### src/rtl/brhp_pkg.sv
// ----------------------------------------------------------------------------
// brhp_pkg - shared types and constants for the byte range header parser
// Field widths, verdict codes, reset value of the length ceiling and the
// case-folded "bytes=" prefix lookup.
// ----------------------------------------------------------------------------
package brhp_pkg;

   localparam int ByteW    = 8;
   localparam int FieldW   = 48;
   localparam int PrefixN  = 6;
   localparam int PosW     = 3;

   localparam int ReqDataW = 56;   // value_byte, object_size
   localparam int RspDataW = 96;   // range_offset, range_length
   localparam int RspUserW = 2;    // verdict

   localparam logic [FieldW-1:0] LIMIT_RESET = 48'd1048576;

   localparam logic [ByteW-1:0] CHAR_DASH  = 8'h2d;
   localparam logic [ByteW-1:0] CHAR_COMMA = 8'h2c;
   localparam logic [ByteW-1:0] CHAR_ZERO  = 8'h30;
   localparam logic [ByteW-1:0] CHAR_NINE  = 8'h39;
   localparam logic [ByteW-1:0] CHAR_UP_A  = 8'h41;
   localparam logic [ByteW-1:0] CHAR_UP_Z  = 8'h5a;
   localparam logic [ByteW-1:0] CASE_BIT   = 8'h20;

   typedef enum logic [1:0] {
      VERDICT_IGNORE = 2'd0,
      VERDICT_PARTIAL = 2'd1,
      VERDICT_UNSAT  = 2'd2
   } verdict_type;

   // lowercase text of the prefix, one character per position
   function automatic logic [ByteW-1:0] lead_char(input logic [PosW-1:0] pos);
      logic [ByteW-1:0] c;
      c = '0;
      case (pos)
         3'd0:    c = 8'h62;   // b
         3'd1:    c = 8'h79;   // y
         3'd2:    c = 8'h74;   // t
         3'd3:    c = 8'h65;   // e
         3'd4:    c = 8'h73;   // s
         3'd5:    c = 8'h3d;   // =
         default: c = '0;
      endcase
      return c;
   endfunction

endpackage

### src/rtl/byte_range_header_parser_core.sv
// ----------------------------------------------------------------------------
// byte_range_header_parser_core - single-range Range header value parser
// Matches a case-insensitive "bytes=" prefix, then a suffix "-N", an open
// "A-" or a closed "A-B" form, and gives verdict, offset and clamped length
// after the last byte of the value.
// ----------------------------------------------------------------------------
//
//  channel | dir | handshake            | payload
//  --------+-----+----------------------+-------------------------------------
//  req     | in  | req_tvalid/tready    | tdata {object_size, value_byte}, tlast
//  rsp     | out | rsp_tvalid/tready    | tdata {range_length, range_offset},
//          |     |                      | tuser verdict
//  csr     | in  | csr_valid/csr_ready  | csr_data = range_limit
//
//  One header byte is taken per cycle while req_tready is high. The parse
//  state registers update on each beat; the last beat's final state is
//  captured into a snapshot stage and its verdict into the result register
//  behind it, which drives rsp. The verdict logic (compare, subtract, clamp)
//  between snapshot and result register sets the clock period.
//  Reset clears the parse state and both stages and loads range_limit with
//  1048576. A stalled rsp fills the result register and then the snapshot;
//  req_tready drops only while both hold a result.
//
module byte_range_header_parser_core #(
   parameter int SIZE_BITS = 48
) (
   input  logic                              clock,
   input  logic                              reset,

   input  logic                              req_tvalid,
   output logic                              req_tready,
   // [7:0] value_byte, [55:8] object_size
   input  logic [brhp_pkg::ReqDataW-1:0]     req_tdata,
   input  logic                              req_tlast,

   output logic                              rsp_tvalid,
   input  logic                              rsp_tready,
   // [47:0] range_offset, [95:48] range_length
   output logic [brhp_pkg::RspDataW-1:0]     rsp_tdata,
   // [1:0] verdict
   output logic [brhp_pkg::RspUserW-1:0]     rsp_tuser,

   input  logic                              csr_valid,
   output logic                              csr_ready,
   input  logic [brhp_pkg::FieldW-1:0]       csr_data
);
   import brhp_pkg::*;

   // file sizes are masked to the smaller of the port width and SIZE_BITS
   localparam int SizeW = (SIZE_BITS < FieldW) ? SIZE_BITS : FieldW;
   // one spare bit: any number at or past 2^SizeW saturates above every size
   localparam int NumW  = SizeW + 1;
   localparam logic [SizeW-1:0] SizeOne = SizeW'(1);

   typedef enum logic [2:0] {
      PH_PREFIX,
      PH_START,
      PH_FIRST,
      PH_SECOND,
      PH_TAIL,
      PH_BAD
   } phase_type;

   // saturating acc * 10 + d
   function automatic logic [NumW-1:0] add_digit(input logic [NumW-1:0] acc,
                                                 input logic [3:0]      d);
      logic [NumW+3:0] prod;
      prod = {acc, 3'b000} + {2'b00, acc, 1'b0} + (NumW+4)'(d);
      if (prod[NumW+3:NumW] != 4'd0) begin
         return '1;
      end
      return prod[NumW-1:0];
   endfunction

   // parse state
   phase_type         phase_ff,  phase_in;
   logic [PosW-1:0]   pos_ff,    pos_in;
   logic [NumW-1:0]   first_ff,  first_in;
   logic [NumW-1:0]   cur_ff,    cur_in;
   logic              digit_ff,  digit_in;
   logic              comma_ff,  comma_in;
   logic              suffix_ff, suffix_in;

   // snapshot of the final parse state
   logic              snap_vld_ff;
   logic              snap_ok_ff;
   logic              snap_suffix_ff;
   logic              snap_digit_ff;
   logic [NumW-1:0]   snap_first_ff;
   logic [NumW-1:0]   snap_cur_ff;
   logic [SizeW-1:0]  snap_size_ff;

   // result register
   logic              rsp_vld_ff;
   verdict_type       verdict_ff, verdict_in;
   logic [FieldW-1:0] off_ff,     off_in;
   logic [FieldW-1:0] len_ff,     len_in;

   logic [FieldW-1:0] limit_ff;

   logic [ByteW-1:0]  in_byte;
   logic [ByteW-1:0]  low_byte;
   logic [SizeW-1:0]  in_size;
   logic              is_digit;
   logic [3:0]        digit_val;
   logic              req_go;
   logic              out_free;
   logic              snap_go;

   assign in_byte   = req_tdata[ByteW-1:0];
   assign in_size   = req_tdata[ByteW +: SizeW];
   assign is_digit  = (in_byte >= CHAR_ZERO) && (in_byte <= CHAR_NINE);
   assign digit_val = is_digit ? 4'(in_byte - CHAR_ZERO) : 4'd0;
   assign low_byte  = ((in_byte >= CHAR_UP_A) && (in_byte <= CHAR_UP_Z)) ?
                      (in_byte | CASE_BIT) : in_byte;

   assign out_free   = !rsp_vld_ff || rsp_tready;
   assign snap_go    = snap_vld_ff && out_free;
   assign req_tready = !snap_vld_ff || out_free;
   assign req_go     = req_tvalid && req_tready;
   assign csr_ready  = 1'b1;

   // ---------------------------------------------------------------- parse
   always_comb begin
      phase_in  = phase_ff;
      pos_in    = pos_ff;
      first_in  = first_ff;
      cur_in    = cur_ff;
      digit_in  = digit_ff;
      suffix_in = suffix_ff;
      comma_in  = comma_ff || (in_byte == CHAR_COMMA);
      case (phase_ff)
         PH_PREFIX: begin
            if (pos_ff < PosW'(PrefixN) && low_byte == lead_char(pos_ff)) begin
               pos_in = pos_ff + 1'b1;
               if (pos_ff == PosW'(PrefixN - 1)) begin
                  phase_in = PH_START;
               end
            end else begin
               phase_in = PH_BAD;
            end
         end
         PH_START: begin
            if (in_byte == CHAR_DASH) begin
               suffix_in = 1'b1;
               cur_in    = '0;
               digit_in  = 1'b0;
               phase_in  = PH_SECOND;
            end else if (is_digit) begin
               cur_in   = NumW'(digit_val);
               digit_in = 1'b1;
               phase_in = PH_FIRST;
            end else begin
               phase_in = PH_BAD;
            end
         end
         PH_FIRST: begin
            if (is_digit) begin
               cur_in = add_digit(cur_ff, digit_val);
            end else if (in_byte == CHAR_DASH) begin
               first_in = cur_ff;
               cur_in   = '0;
               digit_in = 1'b0;
               phase_in = PH_SECOND;
            end else begin
               phase_in = PH_BAD;
            end
         end
         PH_SECOND: begin
            if (is_digit) begin
               cur_in   = add_digit(cur_ff, digit_val);
               digit_in = 1'b1;
            end else begin
               phase_in = PH_TAIL;
            end
         end
         default: begin
         end
      endcase
   end

   always_ff @(posedge clock) begin
      if (reset) begin
         phase_ff  <= PH_PREFIX;
         pos_ff    <= '0;
         first_ff  <= '0;
         cur_ff    <= '0;
         digit_ff  <= 1'b0;
         comma_ff  <= 1'b0;
         suffix_ff <= 1'b0;
      end else if (req_go) begin
         if (req_tlast) begin
            // start the next header value from scratch
            phase_ff  <= PH_PREFIX;
            pos_ff    <= '0;
            first_ff  <= '0;
            cur_ff    <= '0;
            digit_ff  <= 1'b0;
            comma_ff  <= 1'b0;
            suffix_ff <= 1'b0;
         end else begin
            phase_ff  <= phase_in;
            pos_ff    <= pos_in;
            first_ff  <= first_in;
            cur_ff    <= cur_in;
            digit_ff  <= digit_in;
            comma_ff  <= comma_in;
            suffix_ff <= suffix_in;
         end
      end
   end

   // ------------------------------------------------------------- snapshot
   always_ff @(posedge clock) begin
      if (reset) begin
         snap_vld_ff <= 1'b0;
      end else if (req_go && req_tlast) begin
         snap_vld_ff <= 1'b1;
      end else if (snap_go) begin
         snap_vld_ff <= 1'b0;
      end
   end

   always_ff @(posedge clock) begin
      if (req_go && req_tlast) begin
         snap_ok_ff     <= !comma_in && (phase_in == PH_SECOND || phase_in == PH_TAIL);
         snap_suffix_ff <= suffix_in;
         snap_digit_ff  <= digit_in;
         snap_first_ff  <= first_in;
         snap_cur_ff    <= cur_in;
         snap_size_ff   <= in_size;
      end
   end

   // -------------------------------------------------------------- verdict
   always_comb begin
      logic [NumW-1:0]   size_ext;
      logic              cur_big;
      logic [SizeW-1:0]  last;
      logic [SizeW-1:0]  off;
      logic [SizeW-1:0]  len;
      logic [FieldW-1:0] len_wide;
      verdict_type       v;

      size_ext = NumW'(snap_size_ff);
      cur_big  = snap_cur_ff >= size_ext;
      last     = '0;
      off      = '0;
      len      = '0;
      v        = VERDICT_IGNORE;
      if (snap_ok_ff) begin
         if (snap_suffix_ff) begin
            if (snap_digit_ff && snap_cur_ff != '0 && snap_size_ff != '0) begin
               v   = VERDICT_PARTIAL;
               off = cur_big ? '0 : snap_size_ff - snap_cur_ff[SizeW-1:0];
               len = cur_big ? snap_size_ff : snap_cur_ff[SizeW-1:0];
            end
         end else begin
            // missing or oversized end falls back to the last file byte
            last = (!snap_digit_ff || cur_big) ? snap_size_ff - SizeOne :
                   snap_cur_ff[SizeW-1:0];
            if (snap_size_ff == '0 || snap_first_ff >= size_ext ||
                NumW'(last) < snap_first_ff) begin
               v = VERDICT_UNSAT;
            end else begin
               v   = VERDICT_PARTIAL;
               off = snap_first_ff[SizeW-1:0];
               len = last - snap_first_ff[SizeW-1:0] + SizeOne;
            end
         end
      end

      len_wide = FieldW'(len);
      if (len_wide > limit_ff) begin
         len_wide = limit_ff;
      end
      // a zero ceiling leaves nothing to send
      if (v == VERDICT_PARTIAL && len_wide == '0) begin
         v   = VERDICT_IGNORE;
         off = '0;
      end

      verdict_in = v;
      off_in     = FieldW'(off);
      len_in     = len_wide;
   end

   always_ff @(posedge clock) begin
      if (reset) begin
         rsp_vld_ff <= 1'b0;
      end else if (out_free) begin
         rsp_vld_ff <= snap_vld_ff;
      end
   end

   always_ff @(posedge clock) begin
      if (snap_go) begin
         verdict_ff <= verdict_in;
         off_ff     <= off_in;
         len_ff     <= len_in;
      end
   end

   // -------------------------------------------------------------- csr
   always_ff @(posedge clock) begin
      if (reset) begin
         limit_ff <= LIMIT_RESET;
      end else if (csr_valid) begin
         limit_ff <= csr_data;
      end
   end

   assign rsp_tvalid = rsp_vld_ff;
   assign rsp_tdata  = {len_ff, off_ff};
   assign rsp_tuser  = verdict_ff;

endmodule

### config.mk
export PLATFORM = sky130hd
export DESIGN_NAME = byte_range_header_parser_core
export DESIGN_NICKNAME = d
export VERILOG_FILES = /design/src/rtl/brhp_pkg.sv /design/src/rtl/byte_range_header_parser_core.sv
export SDC_FILE = /design/constraint.sdc
export NUM_CORES = 2
export LEC_CHECK = 0
export BUFFER_PORTS_ARGS = -buffer_cell sky130_fd_sc_hd__buf_2
export CAP_MARGIN = 20
export CORE_MARGIN = 5
export CORE_UTILIZATION = 50
export DETAILED_ROUTE_END_ITERATION = 12
export HOLD_SLACK_MARGIN = 0.15
export PLACE_DENSITY = 0.67
export SYNTH_ARGS = -nofsm -noshare
export SYNTH_HDL_FRONTEND = slang
export SYNTH_SLANG_ARGS = --single-unit
### constraint.sdc
create_clock -name clock -period 13.19 [get_ports clock]
set_input_delay 0.6595 -clock clock [delete_from_list [all_inputs] [get_ports clock]]
set_output_delay 0.6595 -clock clock [all_outputs]
set_load 0.02 [all_outputs]
Yosys cells after proc, flatten, opt, wreduce, memory -nomap -nowiden
Cells that the tools add are included.
Storage, ports and cells
  output and inout port bits: 101
  logic and storage cells: 145
  input port bits: 110
  flip-flop bits (word level): 404
Cells by class
  reductions and logical operators: 33
  order comparisons: 9
  muxes and demuxes: 61
  add/subtract/negate cells: 8
  eq/ne operators: 14
  bitwise gates (word level): 1
Operator list (number)
  $mux 49: 13
  $mux 48: 11
  $pmux 49 s3: 1
  $ge 49x48->1: 2
  $logic_not 48->1: 2
  $sub 48x48->48: 2
  $add 52x50->53: 1
  $add 53x4->53: 1
  $lt 48x49->1: 1
  $reduce_bool 49->1: 1
  $add 48x1->48 const B: 1
  $gt 48x48->1: 1
  $reduce_bool 48->1: 1
  $sub 48x1->48 const B: 1
  $pmux 7 s6: 1
  $mux 3: 11
  $eq 8x6->1 const B: 2
  $mux 1: 16
  $eq 3x2->1 const B: 5
  $pmux 3 s4: 1
  $logic_and 1x1->1: 10
  $eq 3x3->1 const B: 3
  $eq 8x8->1: 1
  $ge 8x6->1 const B: 1
  21 further kinds: 36

Logic depth before layout (Yosys ltp)
  depth after elaboration: 13
  mapped depth: 54
  gate-level depth less buffers: 41

Worst setup path before layout
No wires, ideal clock.
  kind: reg-to-reg
  start: reg snap_size_ff[14]
  end: reg off_ff[34], data pin
  setup time: 0.256 ns
  path buffers: 12
  data arrival time: 10.448 ns
  stages on the path, launching flop included: 53
  slack: 2.486 ns
  cells stage by stage: edfxtp_1 -> ha_1 -> buf_2 -> nand4_1 -> or4_1 -> or4_1 -> nand2_1 -> a211oi_2 -> and2_1 -> buf_2 -> buf_2 -> buf_2 -> buf_1 -> clkbuf_1 -> nand2_1 -> clkbuf_1 -> buf_1 -> nand2_1 -> (+17 left out) -> and3_1 -> nand4_1 -> nor4_1 -> and3_1 -> a221oi_1 -> a32oi_1 -> clkbuf_1 -> nor3b_1 -> clkbuf_1 -> a22oi_1 -> o21ai_0 -> or4_1 -> nor4_1 -> nand4_1 -> nand2_1 -> buf_4 -> buf_6 -> nor2_1
Between the ends
  cells in the longest elaborated chain, start to end: 13
Ends and longest elaborated chain
  start, declared: line byte_range_header_parser_core.sv:91  | logic [SizeW-1:0] snap_size_ff;
  start signal, assigned: line byte_range_header_parser_core.sv:231  | snap_size_ff <= in_size;
  $ge 49x48->1: line byte_range_header_parser_core.sv:246  | cur_big = snap_cur_ff >= size_ext;
  $logic_or 1x1->1: line byte_range_header_parser_core.sv:260  | last = (!snap_digit_ff || cur_big) ? snap_size_ff - SizeOne :
  $mux 48: line byte_range_header_parser_core.sv:260
  $sub 48x48->48 or $lt 48x49->1 (tied branches): line byte_range_header_parser_core.sv:268, byte_range_header_parser_core.sv:263
  $add 48x1->48 or $logic_or 1x1->1 (tied branches): line byte_range_header_parser_core.sv:268, byte_range_header_parser_core.sv:262
  $mux 48: line byte_range_header_parser_core.sv:262  | if (snap_size_ff == '0 || snap_first_ff >= size_ext ||
  $mux 48 *: line byte_range_header_parser_core.sv:252  | if (snap_suffix_ff) begin
  $mux 48 *: line byte_range_header_parser_core.sv:251  | if (snap_ok_ff) begin
  $gt 48x48->1: line byte_range_header_parser_core.sv:274  | if (len_wide > limit_ff) begin
  $mux 48 *: line byte_range_header_parser_core.sv:274
  net len_in[11]: line byte_range_header_parser_core.sv:97  | logic [FieldW-1:0] len_ff, len_in;
  $logic_not 48->1 *: line byte_range_header_parser_core.sv:278  | if (v == VERDICT_PARTIAL && len_wide == '0) begin
  $logic_and 1x1->1 *: line byte_range_header_parser_core.sv:278
  $reduce_or 2->1 (no source line) *
  end signal, assigned: line byte_range_header_parser_core.sv:299  | off_ff <= off_in;
  end, declared: line byte_range_header_parser_core.sv:96  | logic [FieldW-1:0] off_ff, off_in;
Mark *: on every way through the listed nets, which the timed path passes. The rest lies on a longest branch.
A chain may end at the register's enable or synchronous reset.

Worst setup path after layout
  start: reg snap_cur_ff[25]
  end: reg off_ff[22], data pin
Between the ends
  cells in the longest elaborated chain, start to end: 13
Ends and longest elaborated chain
  start, declared: line byte_range_header_parser_core.sv:90  | logic [NumW-1:0] snap_cur_ff;
  start signal, assigned: line byte_range_header_parser_core.sv:230  | snap_cur_ff <= cur_in;
  $ge 49x48->1: line byte_range_header_parser_core.sv:246
  $logic_or 1x1->1: line byte_range_header_parser_core.sv:260
  $mux 48: line byte_range_header_parser_core.sv:260
  $sub 48x48->48 or $lt 48x49->1 (tied branches): line byte_range_header_parser_core.sv:268, byte_range_header_parser_core.sv:263
  $add 48x1->48 or $logic_or 1x1->1 (tied branches): line byte_range_header_parser_core.sv:268, byte_range_header_parser_core.sv:262
  $mux 48: line byte_range_header_parser_core.sv:262
  $mux 48: line byte_range_header_parser_core.sv:252
  $mux 48: line byte_range_header_parser_core.sv:251
  $gt 48x48->1: line byte_range_header_parser_core.sv:274
  $mux 48: line byte_range_header_parser_core.sv:274
  $logic_not 48->1: line byte_range_header_parser_core.sv:278
  $logic_and 1x1->1: line byte_range_header_parser_core.sv:278
  $reduce_or 2->1 (no source line)
Several ways; a longest one is shown, not always the timed one.

==> insert_results.sql <==
INSERT INTO impl_metrics (metric_group, metric, value, unit) VALUES
('logic_synthesis', 'number_of_synthesized_flops_with_an_enable_pin', '247', ''),
('layout', 'final_nets', '4426', ''),
('global_route', 'initial_antenna_violation_count', '4', ''),
('die', 'row_count', '93', ''),
('global_route', 'globalRoute.totalOverflow', '0', ''),
('logic_synthesis', 'synthArstFlopShare', '0', '%'),
('power_and_ir_drop', 'p_leak', '15.7', 'nW'),
('worst_setup_path', 'timing.critical_path.from_type', 'register', ''),
('run', 'timing.max_cap.violations', '0', ''),
('logic_synthesis', 'synth-seq-cells', '404', ''),
('outcome', 'run_status', 'complete, no violations', ''),
('cts', 'post_cts_setup_buffers', '0', ''),
('sta', 'finalClockSkew', '0.0215', 'ns'),
('sta', 'timing.final.hold_violations', '0', ''),
('worst_hold_path', 'hold_class', 'input port to register', ''),
('sta', 'grt_setup_unrepaired', 'no', ''),
('logic_synthesis', 'synthesis.yosys.warnings', '0', ''),
('cts', 'cts_resized', '0', ''),
('global_route', 'grt_max_degree', '85', ''),
('drt', 'vias_per_cell', '6.11', ''),
('logic_synthesis', 'yosysTopAreaCell', 'edfxtp_1', ''),
('worst_setup_path', 'critPathRequiredTime', '13.53', 'ns'),
('layout', 'most-common-layout-cells', '416 x nor2_1, 390 x ha_1, 351 x a21oi_1, 279 x inv_1, 275 x nand2_1', ''),
('drt', 'detail_route.wirelength', '110000', 'µm'),
('logic_synthesis', 'yosysSeqAreaShare', '32.3', '%'),
('die', 'die_area', '70600', 'µm²'),
('global_route', 'grt_pass1_wl', '165000', 'µm'),
('worst_setup_path', 'crit_path_most_repeated_cell', 'buf_4', ''),
('sta', 'slew_violations', '0', ''),
('sta', 'max_slew.worst_pin.slew', '1.17', 'ns'),
('layout', 'area_growth_syn_to_layout', '10.7', '%'),
('cts', 'postCtsHoldBufs', '0', ''),
('cts', 'cts_root_buf', 'clkbuf_16', ''),
('cts', 'ctsLongestPathBuffers', '3', ''),
('logic_synthesis', 'syn_avg_cell_area', '8.67', 'µm²'),
('cts', 'clk_latency', '0.60', 'ns'),
('global_route', 'grtUsageTotal', '29.8', '%'),
('worst_setup_path', 'critPathArrivalTime', '12.57', 'ns'),
('logic_synthesis', 'syn_inst', '3767', ''),
('layout', 'stdcell_count', '4793', ''),
('sta', 'fin_worst_hold_slack', '0.232', 'ns'),
('worst_setup_path', 'critPathSlowestCell', 'a2111oi_0', ''),
('die', 'boundary_pins', '211', ''),
('global_route', 'number_of_global_route_vias_before_repair', '27576', ''),
('die', 'starting_density_of_the_core', '50.6', '%'),
('power_and_ir_drop', 'worst_ir_drop_on_vdd', '83.7', 'µV'),
('drt', 'ant_nets', '0', ''),
('cts', 'tritoncts_clock_tree', 'built', ''),
('sta', 'timing.fmax', '0.0818', 'GHz'),
('placement', 'gp_congestion', '1.02', ''),
('worst_setup_path', 'endpoint_kind', 'register', ''),
('sta', 'period_minus_ws_final', '12.23', 'ns'),
('layout', 'layout.cell_area.non_filler', '36200', 'µm²'),
('die', 'floorplan.die.height', '266', 'µm'),
('placement', 'dp_hpwl', '87500', 'µm'),
('logic_synthesis', 'yosys.area.top_type_share', '22.7', '%'),
('die', 'core', '64600', 'µm²'),
('worst_setup_path', 'critical-path-max-stage-delay', '1.04', 'ns'),
('placement', 'port_buffers', '209', ''),
('placement', 'detailed_place.area', '34600', 'µm²'),
('placement', 'placedCellCount', '4708', ''),
('die', 'die_w', '266', 'µm'),
('drt', 'num_vias', '29304', ''),
('logic_synthesis', 'synthDistinctLibCells', '86', ''),
('logic_synthesis', 'synth.net_count', '4292', ''),
('power_and_ir_drop', 'power_per_cell_area', '93.2', 'nW/µm²'),
('layout', 'final_layout_size_suffix_gt1_share', '11.3', '%'),
('logic_synthesis', 'synthesis.area', '32700', 'µm²'),
('worst_setup_path', 'criticalPathCategory', 'register to register', ''),
('layout', 'most_frequent_standard_cell_in_the_layout_excluding_fill_and_tap_cells', 'nor2_1', ''),
('sta', 'slew_headroom', '20.0', '%');
-- routing by layer --
metal / GRT usage (%) / vias up / wire length, µm
met4: 10.5 / 2 / 4560
met2: 46.4 / 1284 / 48000
li1: - / 14011 / -
met3: 2.85 / 188 / 8900
met1: 43.5 / 13819 / 48600
met5: 0 / - / 13
-- layout make-up --
| class | count | area [µm²] | area share [%] |
|---|---|---|---|
| inverters | 280 | 1060 | 2.92 |
| multi-input cells | 2914 | 20500 | 56.7 |
| clock buffers | 54 | 1230 | 3.41 |
| diodes | 1 | 2.50 | 0.00692 |
| clock inverters | 29 | 308 | 0.851 |
| flip-flops and latches | 404 | 10600 | 29.2 |
| well taps | 855 | 1070 | 2.96 |
| repair buffers | 256 | 1430 | 3.95 |
-- sequential cells by signal, indices dropped and copies added, names as in the netlist --
name / count
pos_ff: 3
phase_ff: 3
rsp_tvalid: 1
snap_ok_ff: 1
limit_ff: 48
snap_digit_ff: 1
snap_suffix_ff: 1
rsp_tuser: 2
first_ff: 49
suffix_ff: 1
digit_ff: 1
comma_ff: 1
cur_ff: 49
snap_first_ff: 49
snap_size_ff: 48
off_ff: 48
snap_vld_ff: 1
len_ff: 48
snap_cur_ff: 49
-- report_power, final --
group | internal, mW | switching (mW)
sequential | 1.38 | 0.0444
combinational | 0.222 | 0.398
clock | 0.770 | 0.558
-- synth_stat cells (all sizes together), types with 37 or more instances --
cell type  count
clkbuf       131
xor2          42
nand4         56
o21ai        201
mux2i         51
ha           390
inv          280
buf           38
nand2        278
nand3         55
edfxtp       247
a22oi        105
mux2          58
nor3          67
dfxtp        157
nor2         424
a21oi        353
a211oi        39
a21o         138
nor4          37
xnor2        127
-- final timing paths --
check	from	cells after the start	end	slack [ns]
hold / removal	req_tdata[45]	1	snap_size_ff[37]	0.23
hold reg to reg	limit_ff[43]	2	limit_ff[43]	0.49
setup reg to reg	snap_cur_ff[25]	43	off_ff[22]	0.96
setup / recovery	snap_cur_ff[25]	43	off_ff[22]	0.96
-- critical path, delay by kind of cell, from the launching register on --
kind | cells | cell delay, ns
simple gates | 20 | 5.05
compound gates | 11 | 3.16
buf+inv | 7 | 1.56
fa+ha+maj | 4 | 1.38
flops | 1 | 0.50
xor+xnor | 1 | 0.16
-- per-stage QoR --
| step | worst slack, ns | total power [mW] | util (%) |
|---|---|---|---|
| finish | 0.960 | 3.37 | 56.0 |
| global route | 0.594 | 3.50 | 56.0 |
| CTS | 1.24 | 3.37 | 56.0 |
| detailed placement | 1.25 | 2.05 | 53.6 |
| global placement | 1.23 | 2.05 | 53.5 |
| floorplan | 2.49 | 1.85 | - |
-- logic make-up (layout without fill, tap and decap cells) --
group / count (synthesis) / in the layout / synth area share, %
flops: 404 / 404 / 32.3
xor+xnor: 169 / 169 / 4.53
other cells: 1 / 2 / 0.0115
mux: 109 / 109 / 3.56
compound gates: 1129 / 1129 / 22.3
fa+ha+maj: 415 / 415 / 16.5
simple gates: 1091 / 1091 / 15.5
buf+inv: 449 / 619 / 5.27
No activity file was read; power rests on OpenSTA's default activity.
